<file path="config.mk">
export PLATFORM = sky130hd
export DESIGN_NAME = bbc_ram
export DESIGN_NICKNAME = d
export VERILOG_FILES = /design/src/hw/rtl/bbc_pkg.sv /design/src/hw/rtl/bbc_ram.sv
export SDC_FILE = /design/constraint.sdc
export NUM_CORES = 2
export LEC_CHECK = 0
export ABC_CLOCK_PERIOD_IN_PS = 2040
export BUFFER_PORTS_ARGS = -buffer_cell sky130_fd_sc_hd__buf_2
export CORE_ASPECT_RATIO = 1.1
export CORE_MARGIN = 10
export CORE_UTILIZATION = 50
export DETAILED_ROUTE_END_ITERATION = 16
export GPL_ROUTABILITY_DRIVEN = 0
export GPL_TIMING_DRIVEN = 0
export PLACE_DENSITY_LB_ADDON = 0.08
export SLEW_MARGIN = 20
export SYNTH_ARGS = -nofsm -noshare
export SYNTH_HDL_FRONTEND = slang
export SYNTH_SLANG_ARGS = --single-unit
</file>
<file path="constraint.sdc">
create_clock -name clk -period 2.04 [get_ports clk]
set_input_delay 0.102 -clock clk [delete_from_list [all_inputs] [get_ports clk]]
set_output_delay 0.102 -clock clk [all_outputs]
set_load 0.02 [all_outputs]
</file>
<file path="src/hw/rtl/bbc_pkg.sv">
package bbc_pkg;

    // Default alphabet size and the byte width carried on the stream
    localparam int ALPHABET_SIZE_DEF = 256;
    localparam int BYTE_W            = 8;
    localparam int MAP_FULL          = 1 << BYTE_W;

    // Result queue: depth is a power of two so the pointers wrap on their own
    localparam int RES_DEPTH = 4;
    localparam int RES_PTR_W = $clog2(RES_DEPTH);
    localparam int RES_CNT_W = $clog2(RES_DEPTH + 1);

    // One input word after unpacking
    typedef struct packed {
        logic              last;
        logic              t_present;
        logic              s_present;
        logic [BYTE_W-1:0] t_byte;
        logic [BYTE_W-1:0] s_byte;
    } pair_t;

    // Verdict handed from the pair engine to the result queue
    typedef struct packed {
        logic valid;
        logic isomorphic;
    } res_push_t;

endpackage

</file>
<file path="src/hw/rtl/bbc_ram.sv">
module bbc_ram import bbc_pkg::*;
#(
    parameter int WIDTH = BYTE_W,
    parameter int DEPTH = MAP_FULL
)
(
    input  logic                     clk,
    input  logic                     we,
    input  logic [$clog2(DEPTH)-1:0] waddr,
    input  logic [WIDTH-1:0]         wdata,
    input  logic                     re,
    input  logic [$clog2(DEPTH)-1:0] raddr,
    output logic [WIDTH-1:0]         rdata
);

    logic [WIDTH-1:0] mem [DEPTH];

    // Single write port, registered read port; read during write returns old data
    always_ff @(posedge clk)
    begin
        if (we)
        begin
            mem[waddr] <= wdata;
        end
        if (re)
        begin
            rdata <= mem[raddr];
        end
    end

endmodule

</file>
==> results.cfg <==
[status]
outcome = finished, violations left
violations = setup timing

[clock_network]
clock_sinks = 2056
cts.htree.levels = 4
cts-root-buf = clkbuf_16
cts_tree = built
numCtsBuffers = 203
cts_buffer_depth = 3
clock_latency_ps = 860
clk_pin_slew_ps = 60

[logic_synthesis]
ys_warn_count = 0
synth-compound-area-share_pct = 3.42
avgSynthCellArea_um2 = 21.3
synthAdderAreaFrac_pct = 0
yosys.area_share.simple_pct = 2.63
synthCells = 3733
synth_top_family_by_area = multiplexers
syn-num-nets = 3760
ys_dominant_reg_cell = edfxtp_1
synth.cell_area_mm2 = 0.0796
async_flop_share_pct = 0
synth.ff_latch_count = 2056
synth_xor_area_share_pct = 0
ys_seq_area_share_pct = 77.5
synth-edff-count = 2056
synth.distinct_cells = 54
synth_mux_area_share_pct = 14.6

[timing]
maxSlewViolCount = 0
hold_violations = 0
whs_ps = 50.0
fmaxAchievable_mhz = 376
rsz0062_at_grt = yes
relSlewSlack_pct = 13.9
period_minus_slack_ps = 2660
tightest_slew_ps = 1290
fin_crit_sh_pct = 130
setup_viol = 187
finClkSkew_ps = 31.7
worst_slack_ps = -621

[worst_setup_path]
crit_slowest_cell = nor4_4
reg2regPathDepth = 6
cpPeakStageDelay_ps = 640
cp-start-kind = primary input
path_cells = buf_2 > buf_4 > buf_2 > buf_2 > mux4_2 > a22oi_1 > a21oi_1 > nor4_4 > nor4_4
path_max_fanout = 10
cp_common_cell = buf_2
critical_path_arrival_ps = 3220
cp.required_ps = 2600
criticalPathCategory = in -> reg
crit_path_end_kind = register

[floorplanning]
dieArea_mm2 = 0.176
start_util_pct = 50.4
core_mm2 = 0.158
die_w_um = 401
io_pins = 35
die_h_um = 439
rows = 153

[cells_and_area]
fin_nets = 4037
utilization_pct = 58.2
syn_to_final_growth_pct = 15.5
drive_gt1_share_pct = 30.5

[placement]
io_buffers = 27
dpl.hpwl_um = 169000

[routing]
routed_wl_um = 248000
wl_per_cell_um = 39.6
vias_per_cell = 6.60
first_iter_violations = 5790
ant_nets = 0
drtPass1Iterations = 6
drc_errors = 0
routed-via-count = 41332

[run]
max_cap_viol_count = 0

[global_routing]
first_global_vias = 40507
grt_overflow_total = 0
grt_max_degree = 129
grt_pass1_wl_um = 338000
antenna_found_initial = 22
grt_util_all_layers_pct = 28.0

[power]
p_leak_nw = 28.2
p_per_area_mw_per_mm2 = 966
ir_drop_uv = 828

[hold_path]
min_path_cells = 3
hp-class = in -> reg
-- worst paths after layout --
path                                           start                    end  slack [ps]
worst max-delay path                        raddr[1]     rdata[4]$_DFFE_PP_        -620
worst min-delay path                        waddr[6]  mem[215][7]$_DFFE_PP_          50
worst max register to register  mem[82][5]$_DFFE_PP_     rdata[5]$_DFFE_PP_        -560
worst min register to register  mem[40][3]$_DFFE_PP_     rdata[3]$_DFFE_PP_        1440
-- through the flow --
| stage | instance area, µm² | cells | worst slack (ps) | power, W | setup TNS [ps] |
|---|---|---|---|---|---|
| finish | 92000 | 6267 | -621 | 0.0888 | -13960 |
| global route | 92000 | 6263 | -601 | 0.0908 | -6900 |
| CTS | 91500 | 6263 | -524 | 0.0889 | -3700 |
| detailed placement | 83700 | 5885 | -2970 | 0.0527 | -1918110 |
| global placement | 82700 | 5852 | -3460 | 0.0526 | -7446670 |
| floorplan | 79900 | 3733 | -19.4 | 0.0499 | -86.0 |
-- cells in the final DEF (no fill, tap or decap), types with 49 or more instances in the layout --
cell and n:
clkinv_1 49, edfxtp_1 2056, clkbuf_16 205, a22oi_1 132
nor2_1 115, nor2_2 83, a21oi_1 77, clkbuf_1 78
nor2_4 84, mux2i_1 134, buf_2 51, mux4_2 454
-- layer usage --
metal	part of all wire [%]	track usage, %	vias up
li1	-	-	16307
met1	39	37.9	22310
met5	0.035	0	-
met4	5.1	12.0	14
met2	47	44.3	2201
met3	9.0	5.80	500
-- registers in the layout, indices dropped and copies added, names as in the netlist --
signal,count
rdata,8
mem,2048
-- power breakdown --
part | total [W] | internal, W | switching [W]
combinational | 0.00557 | 0.00178 | 0.00379
sequential | 0.0466 | 0.0466 | 0.0000240
clock | 0.0367 | 0.0206 | 0.0161
-- repair_timing --
| action | in CTS | in global routing |
|---|---|---|
| hold buffers | 9 | 0 |
| resized for setup | 342 | 145 |
| setup buffers | 5 | 0 |
| pin swaps | 17 | 21 |
| setup endpoints to repair | 1239 | 631 |
| cloned | 0 | 0 |
| endpoints found under the hold margin | 937 | 0 |
-- final cells by class --
type / count / area (µm²)
flip-flops and latches: 2056 / 61700
fillers: 11607 / 66100
clock buffers: 251 / 5300
plain buffers: 231 / 1920
inverters: 2 / 11.3
repair buffers: 74 / 1170
clock inverters: 114 / 1060
well taps: 2092 / 2620
diodes: 5 / 12.5
multi-input cells: 1442 / 18200
-- synth_stat cells, types with 16 or more instances --
cell type,n,area [µm²]
buf_2,31,155
o221ai_1,46,403
nand3_1,34,170
buf_1,22,82.6
o22ai_1,28,175
a22oi_1,133,998
mux2i_1,134,1340
clkbuf_1,111,417
buf_6,21,236
nor4_1,24,150
mux4_2,454,10200
nand2_1,33,124
edfxtp_1,2056,61700
nor3_1,22,110
a211oi_1,16,120
nor2_1,282,1060
buf_4,27,203
nor2b_1,31,194
a21oi_1,96,480
-- critical path: cells and delay by family --
kind	cells	cell delay, ps
AOI/OAI and AO/OA	2	510
muxes	1	370
buffers and inverters	4	1360
and+or+nand+nor	2	830
-- logic make-up after synthesis --
| logic type | count (synthesis) |
|---|---|
| AO/OA/AOI/OAI | 385 |
| AND/OR/NAND/NOR | 466 |
| buffers and inverters | 235 |
| flip-flops | 2056 |
| multiplexers | 591 |
Power figures use the tool's default switching activity.
